**src/sv/mmrs_pkg.sv**
```systemverilog
// shared types and constants for the streaming matrix multiply
`default_nettype none
package mmrs_pkg;

  // default largest matrix dimension
  localparam int unsigned MAX_DIM_DEF = 8;

  // field widths
  localparam int unsigned VALUE_W   = 16;
  localparam int unsigned PROD_W    = 36;
  localparam int unsigned IDX_W     = 3;
  localparam int unsigned CFG_W     = 4;
  localparam int unsigned S_TDATA_W = 24;
  localparam int unsigned M_TDATA_W = 40;
  localparam int unsigned APB_AW    = 3;
  localparam int unsigned APB_DW    = 32;

  // item kinds carried in s_tuser
  typedef enum logic {
    CMD_LOAD_B = 1'b0,
    CMD_A_ELEM = 1'b1
  } cmd_t;

  // configuration register indexes
  typedef enum logic {
    REG_INNER_LEN = 1'b0,
    REG_OUT_COLS  = 1'b1
  } reg_idx_t;

  // commands from controller to datapath
  typedef struct packed {
    logic load_b;
    logic take_a;
    logic issue;
    logic clear;
  } dp_cmd_t;

endpackage
`default_nettype wire

```
**src/sv/mmrs_dp.sv**
```systemverilog
// datapath: b store, shared multiplier and per-column accumulators
`default_nettype none
module mmrs_dp #(
  parameter int unsigned MAX_DIM = mmrs_pkg::MAX_DIM_DEF
) (
  input  wire logic                                   clk,
  input  wire logic                                   rst,
  input  wire mmrs_pkg::dp_cmd_t                      dp_cmd,
  input  wire logic [mmrs_pkg::IDX_W-1:0]             b_row,
  input  wire logic [mmrs_pkg::IDX_W-1:0]             b_col,
  input  wire logic signed [mmrs_pkg::VALUE_W-1:0]    value,
  input  wire logic [$clog2(MAX_DIM)-1:0]             k_idx,
  input  wire logic [$clog2(MAX_DIM)-1:0]             issue_col,
  input  wire logic [$clog2(MAX_DIM)-1:0]             emit_col,
  output logic                                        dp_busy,
  output logic signed [mmrs_pkg::PROD_W-1:0]          product
);
  import mmrs_pkg::*;

  localparam int unsigned DIM_W = $clog2(MAX_DIM);
  localparam int unsigned DEPTH = MAX_DIM * MAX_DIM;
  localparam int unsigned AW    = $clog2(DEPTH);

  logic signed [VALUE_W-1:0]   b_mem [DEPTH];
  logic signed [VALUE_W-1:0]   b_q;
  logic signed [VALUE_W-1:0]   a_reg;
  logic signed [2*VALUE_W-1:0] prod;
  logic                        v1;
  logic                        v2;
  logic [DIM_W-1:0]            col1;
  logic [DIM_W-1:0]            col2;
  logic signed [PROD_W-1:0]    acc [MAX_DIM];

  logic                        wr_ok;
  logic [AW-1:0]               wr_addr;
  logic [AW-1:0]               rd_addr;
  logic [DIM_W-1:0]            acc_idx;
  logic signed [PROD_W-1:0]    acc_rd;
  logic signed [PROD_W-1:0]    acc_sum;

  // b store addressing, writes outside the matrix are dropped
  assign wr_ok   = (32'(b_row) < MAX_DIM) && (32'(b_col) < MAX_DIM);
  assign wr_addr = AW'(32'(b_row) * MAX_DIM + 32'(b_col));
  assign rd_addr = AW'(32'(k_idx) * MAX_DIM + 32'(issue_col));

  // b store, registered read
  always_ff @(posedge clk) begin
    if (dp_cmd.load_b && wr_ok) begin
      b_mem[wr_addr] <= value;
    end
    b_q <= b_mem[rd_addr];
  end

  // pipeline valid bits
  always_ff @(posedge clk) begin
    if (rst) begin
      v1 <= 1'b0;
      v2 <= 1'b0;
    end else begin
      v1 <= dp_cmd.issue;
      v2 <= v1;
    end
  end

  // operand hold, column tags and product register
  always_ff @(posedge clk) begin
    if (dp_cmd.take_a) begin
      a_reg <= value;
    end
    col1 <= issue_col;
    col2 <= col1;
    prod <= a_reg * b_q;
  end

  // one accumulator port: mac write-back or result read
  assign acc_idx = v2 ? col2 : emit_col;
  assign acc_rd  = acc[acc_idx];
  assign acc_sum = acc_rd + PROD_W'(prod);

  // accumulators
  always_ff @(posedge clk) begin
    if (rst || dp_cmd.clear) begin
      for (int i = 0; i < MAX_DIM; i++) begin
        acc[i] <= '0;
      end
    end else if (v2) begin
      acc[col2] <= acc_sum;
    end
  end

  assign dp_busy = v1 | v2;
  assign product = acc_rd;

endmodule
`default_nettype wire

```
**src/sv/mmrs_ctrl.sv**
```systemverilog
// controller: item sequencing, column issue and result emission
`default_nettype none
module mmrs_ctrl #(
  parameter int unsigned MAX_DIM = mmrs_pkg::MAX_DIM_DEF
) (
  input  wire logic                          clk,
  input  wire logic                          rst,
  input  wire logic                          s_tvalid,
  output logic                               s_tready,
  input  wire logic                          cmd,
  input  wire logic [mmrs_pkg::CFG_W-1:0]    inner_len,
  input  wire logic [mmrs_pkg::CFG_W-1:0]    out_cols,
  output logic                               m_tvalid,
  input  wire logic                          m_tready,
  output logic                               m_tlast,
  output mmrs_pkg::dp_cmd_t                  dp_cmd,
  output logic [$clog2(MAX_DIM)-1:0]         k_idx,
  output logic [$clog2(MAX_DIM)-1:0]         issue_col,
  output logic [$clog2(MAX_DIM)-1:0]         emit_col,
  input  wire logic                          dp_busy
);
  import mmrs_pkg::*;

  localparam int unsigned DIM_W = $clog2(MAX_DIM);
  localparam int unsigned CNT_W = $clog2(MAX_DIM + 1);

  typedef enum logic [1:0] {
    ST_IDLE,
    ST_MAC,
    ST_DRAIN,
    ST_EMIT
  } state_t;

  state_t           state;
  logic [DIM_W-1:0] count;
  logic             row_done;

  logic [CNT_W-1:0] n_inner;
  logic [CNT_W-1:0] n_cols;
  logic             accept_a;
  logic             row_end;
  logic             last_col;

  // out-of-range dimension maps to 1 or MAX_DIM
  function automatic logic [CNT_W-1:0] eff_dim(input logic [CFG_W-1:0] v);
    logic [CNT_W-1:0] r;
    if (v == '0) begin
      r = CNT_W'(1);
    end else if (32'(v) > MAX_DIM) begin
      r = CNT_W'(MAX_DIM);
    end else begin
      r = CNT_W'(v);
    end
    return r;
  endfunction

  assign n_inner  = eff_dim(inner_len);
  assign n_cols   = eff_dim(out_cols);
  assign accept_a = s_tvalid && s_tready && (cmd == CMD_A_ELEM);
  assign row_end  = ((CNT_W + 1)'(count) + (CNT_W + 1)'(1)) >= (CNT_W + 1)'(n_inner);
  assign last_col = (CNT_W'(emit_col) + CNT_W'(1)) == n_cols;

  // handshake and datapath commands
  assign s_tready      = (state == ST_IDLE);
  assign m_tvalid      = (state == ST_EMIT);
  assign m_tlast       = last_col;
  assign dp_cmd.load_b = s_tvalid && s_tready && (cmd == CMD_LOAD_B);
  assign dp_cmd.take_a = accept_a;
  assign dp_cmd.issue  = (state == ST_MAC);
  assign dp_cmd.clear  = m_tvalid && m_tready && last_col;

  // state machine
  always_ff @(posedge clk) begin
    if (rst) begin
      state     <= ST_IDLE;
      count     <= '0;
      row_done  <= 1'b0;
      k_idx     <= '0;
      issue_col <= '0;
      emit_col  <= '0;
    end else begin
      unique case (state)
        ST_IDLE: begin
          if (accept_a) begin
            k_idx     <= count;
            row_done  <= row_end;
            count     <= row_end ? '0 : count + DIM_W'(1);
            issue_col <= '0;
            state     <= ST_MAC;
          end
        end
        ST_MAC: begin
          issue_col <= issue_col + DIM_W'(1);
          if (issue_col == DIM_W'(MAX_DIM - 1)) begin
            state <= ST_DRAIN;
          end
        end
        ST_DRAIN: begin
          if (!dp_busy) begin
            if (row_done) begin
              emit_col <= '0;
              state    <= ST_EMIT;
            end else begin
              state <= ST_IDLE;
            end
          end
        end
        ST_EMIT: begin
          if (m_tready) begin
            if (last_col) begin
              state <= ST_IDLE;
            end else begin
              emit_col <= emit_col + DIM_W'(1);
            end
          end
        end
        default: begin
          state <= ST_IDLE;
        end
      endcase
    end
  end

  // input and output sides never open together
  a_side_excl: assert property (@(posedge clk) disable iff (rst)
    !(s_tready && m_tvalid))
    else $error("input and output sides open at once");

  // datapath pipeline only runs during a column pass
  a_busy_state: assert property (@(posedge clk) disable iff (rst)
    dp_busy |-> (state == ST_MAC || state == ST_DRAIN))
    else $error("datapath busy outside column pass");

  // closing a row returns to idle with the inner counter cleared
  a_row_close: assert property (@(posedge clk) disable iff (rst)
    dp_cmd.clear |=> (s_tready && count == '0))
    else $error("row close left stale state");

  // emitted column stays within the result row
  a_emit_range: assert property (@(posedge clk) disable iff (rst)
    m_tvalid |-> (CNT_W'(emit_col) < n_cols))
    else $error("emitted column beyond row length");

endmodule
`default_nettype wire

```
**src/sv/matrix_multiply_row_stream_top.sv**
```systemverilog
// top level: stream ports, configuration registers, controller and datapath
//
// Computes C = A x B in signed fixed point. B is loaded first, one Q4.12
// element per transfer with s_tuser = 0, at (b_row, b_col). Rows of A
// follow with s_tuser = 1, inner_len elements per row in inner-index order.
// An A element is not accepted until the previous one has passed through
// every column: a single shared 16x16 multiplier walks all MAX_DIM
// columns one per cycle, through a registered B store read, a product
// register and the accumulator write-back. After the last element of a row
// the block sends out_cols Q12.24 results in column order, one per cycle
// while m_tready is high, with m_tlast on the final one, and then clears
// the accumulators. No input is taken while results are being sent. B
// entries that were never written read back as undefined values.
`default_nettype none
module matrix_multiply_row_stream_top #(
  parameter int unsigned MAX_DIM = mmrs_pkg::MAX_DIM_DEF
) (
  input  wire logic                               clk,
  input  wire logic                               rst,
  // input stream
  input  wire logic                               s_tvalid,
  output logic                                    s_tready,
  // s_tdata: b_row[2:0], b_col[5:3], value[21:6], zero[23:22]
  input  wire logic [mmrs_pkg::S_TDATA_W-1:0]     s_tdata,
  // s_tuser: cmd[0]
  input  wire logic [0:0]                         s_tuser,
  // result stream
  output logic                                    m_tvalid,
  input  wire logic                               m_tready,
  // m_tdata: product[35:0], col_index[38:36], zero[39]
  output logic [mmrs_pkg::M_TDATA_W-1:0]          m_tdata,
  output logic                                    m_tlast,
  // configuration port
  input  wire logic                               psel,
  input  wire logic                               penable,
  input  wire logic                               pwrite,
  input  wire logic [mmrs_pkg::APB_AW-1:0]        paddr,
  input  wire logic [mmrs_pkg::APB_DW-1:0]        pwdata,
  output logic [mmrs_pkg::APB_DW-1:0]             prdata,
  output logic                                    pready
);
  import mmrs_pkg::*;

  localparam int unsigned DIM_W = $clog2(MAX_DIM);

  logic [CFG_W-1:0]          inner_len;
  logic [CFG_W-1:0]          out_cols;
  logic                      cfg_wr;
  reg_idx_t                  reg_idx;
  logic [CFG_W-1:0]          rd_val;

  logic [IDX_W-1:0]          b_row;
  logic [IDX_W-1:0]          b_col;
  logic signed [VALUE_W-1:0] value;
  logic signed [PROD_W-1:0]  product;
  logic [IDX_W-1:0]          col_index;

  dp_cmd_t                   dp_cmd;
  logic [DIM_W-1:0]          k_idx;
  logic [DIM_W-1:0]          issue_col;
  logic [DIM_W-1:0]          emit_col;
  logic                      dp_busy;

  // input field unpacking
  assign b_row = s_tdata[2:0];
  assign b_col = s_tdata[5:3];
  assign value = s_tdata[21:6];

  // configuration write and read decode
  assign pready  = 1'b1;
  assign cfg_wr  = psel && penable && pwrite && pready;
  assign reg_idx = reg_idx_t'(paddr[2]);

  always_comb begin
    unique case (reg_idx)
      REG_INNER_LEN: rd_val = inner_len;
      REG_OUT_COLS:  rd_val = out_cols;
      default:       rd_val = '0;
    endcase
  end

  assign prdata = APB_DW'(rd_val);

  // configuration registers
  always_ff @(posedge clk) begin
    if (rst) begin
      inner_len <= CFG_W'(8);
      out_cols  <= CFG_W'(8);
    end else if (cfg_wr) begin
      unique case (reg_idx)
        REG_INNER_LEN: inner_len <= pwdata[CFG_W-1:0];
        REG_OUT_COLS:  out_cols  <= pwdata[CFG_W-1:0];
        default: ;
      endcase
    end
  end

  mmrs_ctrl #(
    .MAX_DIM (MAX_DIM)
  ) u_ctrl (
    .clk       (clk),
    .rst       (rst),
    .s_tvalid  (s_tvalid),
    .s_tready  (s_tready),
    .cmd       (s_tuser[0]),
    .inner_len (inner_len),
    .out_cols  (out_cols),
    .m_tvalid  (m_tvalid),
    .m_tready  (m_tready),
    .m_tlast   (m_tlast),
    .dp_cmd    (dp_cmd),
    .k_idx     (k_idx),
    .issue_col (issue_col),
    .emit_col  (emit_col),
    .dp_busy   (dp_busy)
  );

  mmrs_dp #(
    .MAX_DIM (MAX_DIM)
  ) u_dp (
    .clk       (clk),
    .rst       (rst),
    .dp_cmd    (dp_cmd),
    .b_row     (b_row),
    .b_col     (b_col),
    .value     (value),
    .k_idx     (k_idx),
    .issue_col (issue_col),
    .emit_col  (emit_col),
    .dp_busy   (dp_busy),
    .product   (product)
  );

  // result packing
  assign col_index = IDX_W'(emit_col);
  assign m_tdata   = {1'b0, col_index, product};

endmodule
`default_nettype wire
```
**config.mk**
```make
export PLATFORM = sky130hd
export DESIGN_NAME = matrix_multiply_row_stream_top
export DESIGN_NICKNAME = d
export VERILOG_FILES = /design/src/sv/mmrs_pkg.sv /design/src/sv/mmrs_dp.sv /design/src/sv/mmrs_ctrl.sv /design/src/sv/matrix_multiply_row_stream_top.sv
export SDC_FILE = /design/constraint.sdc
export NUM_CORES = 2
export LEC_CHECK = 0
export BUFFER_PORTS_ARGS = -buffer_cell sky130_fd_sc_hd__buf_4
export CORE_MARGIN = 10
export CORE_UTILIZATION = 36
export DETAILED_ROUTE_END_ITERATION = 8
export GPL_ROUTABILITY_DRIVEN = 0
export PLACE_DENSITY_LB_ADDON = 0.2
export SYNTH_ARGS = -nofsm -noshare
export SYNTH_HDL_FRONTEND = slang
export SYNTH_SLANG_ARGS = --single-unit
```
**constraint.sdc**
```tcl
create_clock -name clk -period 7.95 [get_ports clk]
set_input_delay 0.795 -clock clk [delete_from_list [all_inputs] [get_ports clk]]
set_output_delay 0.795 -clock clk [all_outputs]
set_load 0.05 [all_outputs]
```
==> After elaboration in Yosys (flattened, before gate mapping) <==
Memory sizes are Yosys's and may differ from the RTL's. A register that Yosys moved wholly into a read port is not among the register bits.
Cells that the tools add are included.
W data, S select, Z words.
{ "classes": {"magnitude_cmp": 3, "muxes": 31, "eq_ne": 12, "shift": 0, "n_addsub": 8, "n_div": 0, "multipliers": 1, "reduce_logical": 20, "n_bitwise": 3} }
{ "op_table": {"columns": ["cell", "n"], "rows": [
  ["$add A36 B32 Y36", 1],
  ["$mux W36", 1],
  ["$reduce_or A36 Y1", 1],
  ["$mul A16 B16 Y32", 1],
  ["$mux W3", 8],
  ["$mux W4", 4],
  ["$add A6 B3 Y6", 2],
  ["$mux W2", 6],
  ["$ne A2 B2 Y1 const B", 6],
  ["$pmux W3 S2", 2],
  ["$reduce_and A5 Y1", 2],
  ["$add A3 B1 Y3 const B", 3],
  ["$add A3 B1 Y4 const B", 2],
  ["$gt A4 B4 Y1 const B", 2],
  ["$logic_not A4 Y1", 2],
  ["$mux W1", 8],
  ["$pmux W2 S4", 1],
  ["$pmux W4 S2", 1],
  ["$reduce_and A2 Y1", 4],
  ["$logic_and A1 B1 Y1", 7],
  ["$ge A5 B4 Y1", 1],
  ["$eq A2 B2 Y1 const B", 2],
  ["$eq A4 B4 Y1", 1],
  ["$reduce_bool A2 Y1", 2],
  ["7 further kinds", 8]
]} }
{ "totals": {"ram_bits": 1312, "wordCells": 94, "rom_bits": 0, "mem_count": 2, "regBits": 79, "out_inout_bits": 76, "latchBits": 0, "in_bits": 67} }
{ "memory_table": {"columns": ["memory", "words", "width", "read_ports", "rd_clocked_by_memory_dff", "wr", "line_no", "source"], "rows": [
  ["u_dp.b_mem", 64, 16, 1, 1, 1, "mmrs_dp.sv:24", "logic signed [VALUE_W-1:0] b_mem [DEPTH];"],
  ["u_dp.acc", 8, 36, 1, 0, 8, "mmrs_dp.sv:32", "logic signed [PROD_W-1:0] acc [MAX_DIM];"]
]} }

==> Logic depth before layout (Yosys ltp) <==
{ "logic_depth": {"depth_word": 10, "depth_mapped": 22, "depth_no_buf": 21} }

==> Modules after synthesis <==
From an unflattened synthesis, not the netlist that was laid out.
{ "hier_totals": {"cells_unflattened": 3901, "hier_area_um2": 66073.4} }
{ "modules_own_cells": {"columns": ["module", "n_inst", "cells_each", "area_per_inst_um2", "seq_area_each_um2"], "rows": [
  ["mmrs_dp", 1, 3716, 64503.1, 40999.3],
  ["mmrs_ctrl", 1, 117, 959.7, 300.3],
  ["matrix_multiply_row_stream_top", 1, 68, 610.6, 160.2]
]} }

==> Worst setup path after synthesis <==
OpenSTA, ideal clock, no wires.
{ "synth_timing": {"path_kind": "register to register", "start": "register u_dp.a_reg[15]", "end": "register u_dp.prod[31]", "arrival_time_ns": 6.179, "t_required_ns": 7.823, "n_path_buf": 1, "path_stages_with_launch": 20, "slack_ns": 1.644, "period_less_slack_ns": 6.306, "setup_time_ns": 0.127, "path_cell_list": "edfxtp_1 > clkbuf_1 > nand2_1 > inv_1 > fa_1 > fa_1 > fa_1 > fa_1 > fa_1 > inv_1 > fa_1 > inv_1 > ha_1 > and4_1 > a221oi_1 > o21ai_0 > a21o_1 > a2111oi_4 > nor3_1 > or3b_1"} }
{ "synth_between": {"elab_chain_len": 1} }
{ "synth_lines": {"columns": ["element", "line_no", "source"], "rows": [
  ["from (decl)", "mmrs_dp.sv:26", "logic signed [VALUE_W-1:0] a_reg;"],
  ["from (signal assigned)", "mmrs_dp.sv:68", "a_reg <= value;"],
  ["$mul A16 B16 Y32", "mmrs_dp.sv:72", "prod <= a_reg * b_q;"],
  ["to (signal assigned)", "mmrs_dp.sv:72", null],
  ["to (decl)", "mmrs_dp.sv:27", "logic signed [2*VALUE_W-1:0] prod;"]
]} }
No other way between the ends.
A chain may end at the register's enable or synchronous reset.

==> Final worst setup path <==
{ "layout_timing": {"start": "register u_dp.b_q[1], read port of u_dp.b_mem", "end": "register u_dp.prod[31]"} }
{ "layout_between": {"elab_chain_len": 1} }
{ "layout_lines": {"columns": ["element", "line_no", "source"], "rows": [
  ["from (decl)", "mmrs_dp.sv:25", "logic signed [VALUE_W-1:0] b_q;"],
  ["$mul A16 B16 Y32", "mmrs_dp.sv:72", null]
]} }
No other way between the ends.

==> key figures <==
Final layout
  – Largest regs: u_dp.b_mem (1024), u_dp.acc (288), u_dp.prod (32)
  – P&R area growth vs syn: 13.2%
  – Largest reg by FF count: u_dp.b_mem
  – Share of cells above drive strength 1: 21.0%
  – Max FFs per register: 1,024
  – Area taken by multi-input logic gates: 23,000 µm²
  – Non-filler cells in the finished layout: 6,694
  – Nets@finish: 4,568
  – Reg area: 41,500 µm²
  – Finished Cell Area: 75,100 µm²
  – Fill cells: 16,641

Logic synthesis
  – Syn avg cell area: 16.7 µm²
  – Post-synthesis sequential area ratio: 62.5%
  – Ys flop type: edfxtp_1
  – Number of synthesized flops with an enable pin: 1,328
  – Dominant cells by area after synthesis: edfxtp_1 (60%), mux4_2 (14%), fa_1 (7.9%)
  – Synth top area share: 60.1%
  – Cells after Synth: 3,964
  – Seq cells post-synth: 1,407
  – Synthesized cell area: 66,300 µm²
  – Synth area leader: edfxtp_1
  – Asr flop ratio synth: 0%
  – Netlist cell types: 73
  – Yosys warning count: 0

Clock tree
  – Clk root buf: clkbuf_16
  – CTS tree: yes
  – # hold bufs at CTS: 0
  – CTS Sinks: 1,407
  – Clock buffer depth: 3
  – Post-cts repair resize count: 0
  – Worst-skew pair later-pin latency: 0.79 ns
  – Postcts setup bufs: 0
  – Num CTS Buffers: 153
  – H-Tree Depth: 4
  – Clk pin slew, worst setup/hold paths: 0.06 ns

Die
  – Die height: 449 µm
  – Starting density of the core: 36.2%
  – Number of top-level pins: 143
  – Core area: 183,000 µm²
  – Die W: 449 µm
  – Site Rows: 157
  – Die ar.: 202,000 µm²

Worst setup path
  – Max stage delay on crit path: 0.87 ns
  – CP Max Fanout: 16
  – R2R Setup Slk: 0.98 ns
  – Worst Setup SP: u_dp.b_q[1]
  – Worst r2r dst: u_dp.prod[31]
  – Critical path endpoint category: flip-flop
  – Setup crit start kind: flip-flop
  – Slowest-stage cell, CP: fa_1
  – Crit path cell chain: nand2_1 > inv_1 > fa_1 > fa_1 > fa_1 > fa_1 > fa_1 > inv_1 > fa_1 > inv_1 > ha_1 > and4_1 > a221oi_1 > o21ai_0 > a21o_1 > a2111oi_4 > nor3_1 > or3b_1
  – Setup crit end: u_dp.prod[31]
  – Critical path arrival: 7.62 ns
  – Reg-to-Reg Start: u_dp.b_q[1]
  – CP required: 8.60 ns
  – WS Path Type: flip-flop to flip-flop
  – CP most frequent cell: fa_1
  – Worst Reg-to-Reg Cells: 18

STA
  – Setup TNS: 0 ns
  – Actual slew at the worst max-slew pin: 1.26 ns
  – Clk_skew: 0.0893 ns
  – Fin crit share: 87.7%
  – Final setup fails: 0
  – Hold slack: 0.277 ns
  – RSZ-0062 raised after global routing: no
  – Fmax: 143 MHz
  – Crit path time final: 6.97 ns
  – Max-slew violations: 0
  – Rel. slew slack: 15.4%
  – Final Hold Fails: 0

Route
  – Vias: 34,386
  – Vias per cell: 5.14
  – Initial DRC Count: 2,726
  – Pre-antenna DRT Iters: 5
  – Routed WL: 165,000 µm
  – Wire per inst: 24.6 µm
  – Drc violations: 0
  – Post-route ant nets: 0

GRT
  – First-pass GRT wire length: 243,000 µm
  – Largest net degree at the start of global routing: 143
  – Grt total ovfl: 0
  – Global-route usage over all layers: 16.1%
  – Vias in the first global route: 36,125
  – Initial antenna violation count: 14

Worst hold path
  – Hold Crit Start: pwdata[0]
  – WHS Path Cells: 3
  – Hold WC Path Type: input port to flip-flop

Power
  – Peak supply drop: 0.000596 V
  – PnR Total Power: 0.0251 W
  – Power Density: 334 nW/µm²
  – LEAKAGE: 26.1 nW

Placement
  – Placed cell area: 70,100 µm²
  – Post-DP HPWL: 100,000 µm
  – Dpl cells: 6,422
  – Buffers on Ports: 80

Run status
  – Status: finished, final reports clean

Job
  – Max_cap viols: 0
metrics by stage:
stage / utilization, % / worst slack [ns]
6_report: 41.0 / 0.978
5_1_grt: 41.0 / 0.441
4_1_cts: 41.0 / 0.951
3_5_place_dp: 38.3 / 0.906
3_3_place_gp: 38.3 / 0.971
2_1_floorplan: - / 1.64
final cells by class:
cell class / count / area share (%)
flip-flops and latches: 1407 / 55.2
multi-input cells: 2054 / 30.6
clock buffers: 189 / 5.39
well taps: 2464 / 4.11
repair buffers: 184 / 1.94
inverters: 313 / 1.56
clock inverters: 78 / 1.19
diodes: 5 / 0.0167
cells in the final DEF, fill, tap and decap left out, types with 30 or more instances in the layout:
cell,instances
xnor2_1,43
mux2_2,37
dfxtp_1,75
conb_1,30
ha_1,125
nand2_1,183
clkbuf_1,31
a21oi_1,63
buf_4,178
nor2_1,371
and2_1,132
inv_1,313
mux4_2,406
nor3_1,38
clkbuf_16,156
fa_1,263
o21ai_0,44
clkinv_1,34
edfxtp_1,1328
power by group:
| group | total (W) | internal, W | switching [W] | leakage (nW) |
|---|---|---|---|---|
| combinational | 0.00951 | 0.00388 | 0.00563 | 10.8 |
| clock | 0.00700 | 0.00405 | 0.00295 | 2.39 |
| sequential | 0.00855 | 0.00840 | 0.000146 | 13.0 |
| total | 0.0251 | 0.0163 | 0.00873 | 26.1 |
logic make-up after synthesis:
family	synth area share [%]
compound gates	2.23
xor+xnor	0.871
fa+ha+maj	10.3
buf+inv	3.27
flops	62.5
mux	14.7
other cells	0.0113
simple gates	6.08
worst max-delay path, delay by kind of cell (launching register included):
family,cells,cell delay [ns]
and+or+nand+nor,4,0.92
adders and majority gates,7,3.73
DFF,1,0.72
AOI/OAI and AO/OA,4,1.28
buffers and inverters,3,0.25
worst min path at each step:
stage | endpoint | slack, ns
floorplan | u_dp.col2[0] | 0.31
global placement | u_dp.col2[1] | 0.31
detailed placement | u_dp.col2[0] | 0.31
CTS | out_cols[0] | 0.20
global route | out_cols[0] | 0.22
finish | inner_len[0] | 0.28
cell usage after synthesis (all sizes together) (5+ instances only):
master / count
or3: 13
inv: 313
nand2b: 21
nor2b: 11
o21ai: 48
xor2: 23
nor3: 38
mux2: 37
a21oi: 63
ha: 125
o21bai: 11
nand3: 32
buf: 109
fa: 263
o21a: 6
and3: 5
nand4: 7
xnor2: 43
o211ai: 8
clkbuf: 109
nand3b: 11
nor3b: 18
a31oi: 12
edfxtp: 1328
nor2: 397
mux4: 406
a2111oi: 5
nand2: 189
dfxtp: 79
a211oi: 10
mux2i: 20
a21o: 20
and2: 132
routing by layer:
layer,global-route usage [%],vias to the layer above,wire length (µm)
met4,4.54,6,4060
met5,0,-,34
met2,27.3,781,83000
met3,2.97,202,8470
li1,-,15035,-
met1,21.1,18362,69000
Note: power is estimated with default switching activity, not from simulation.
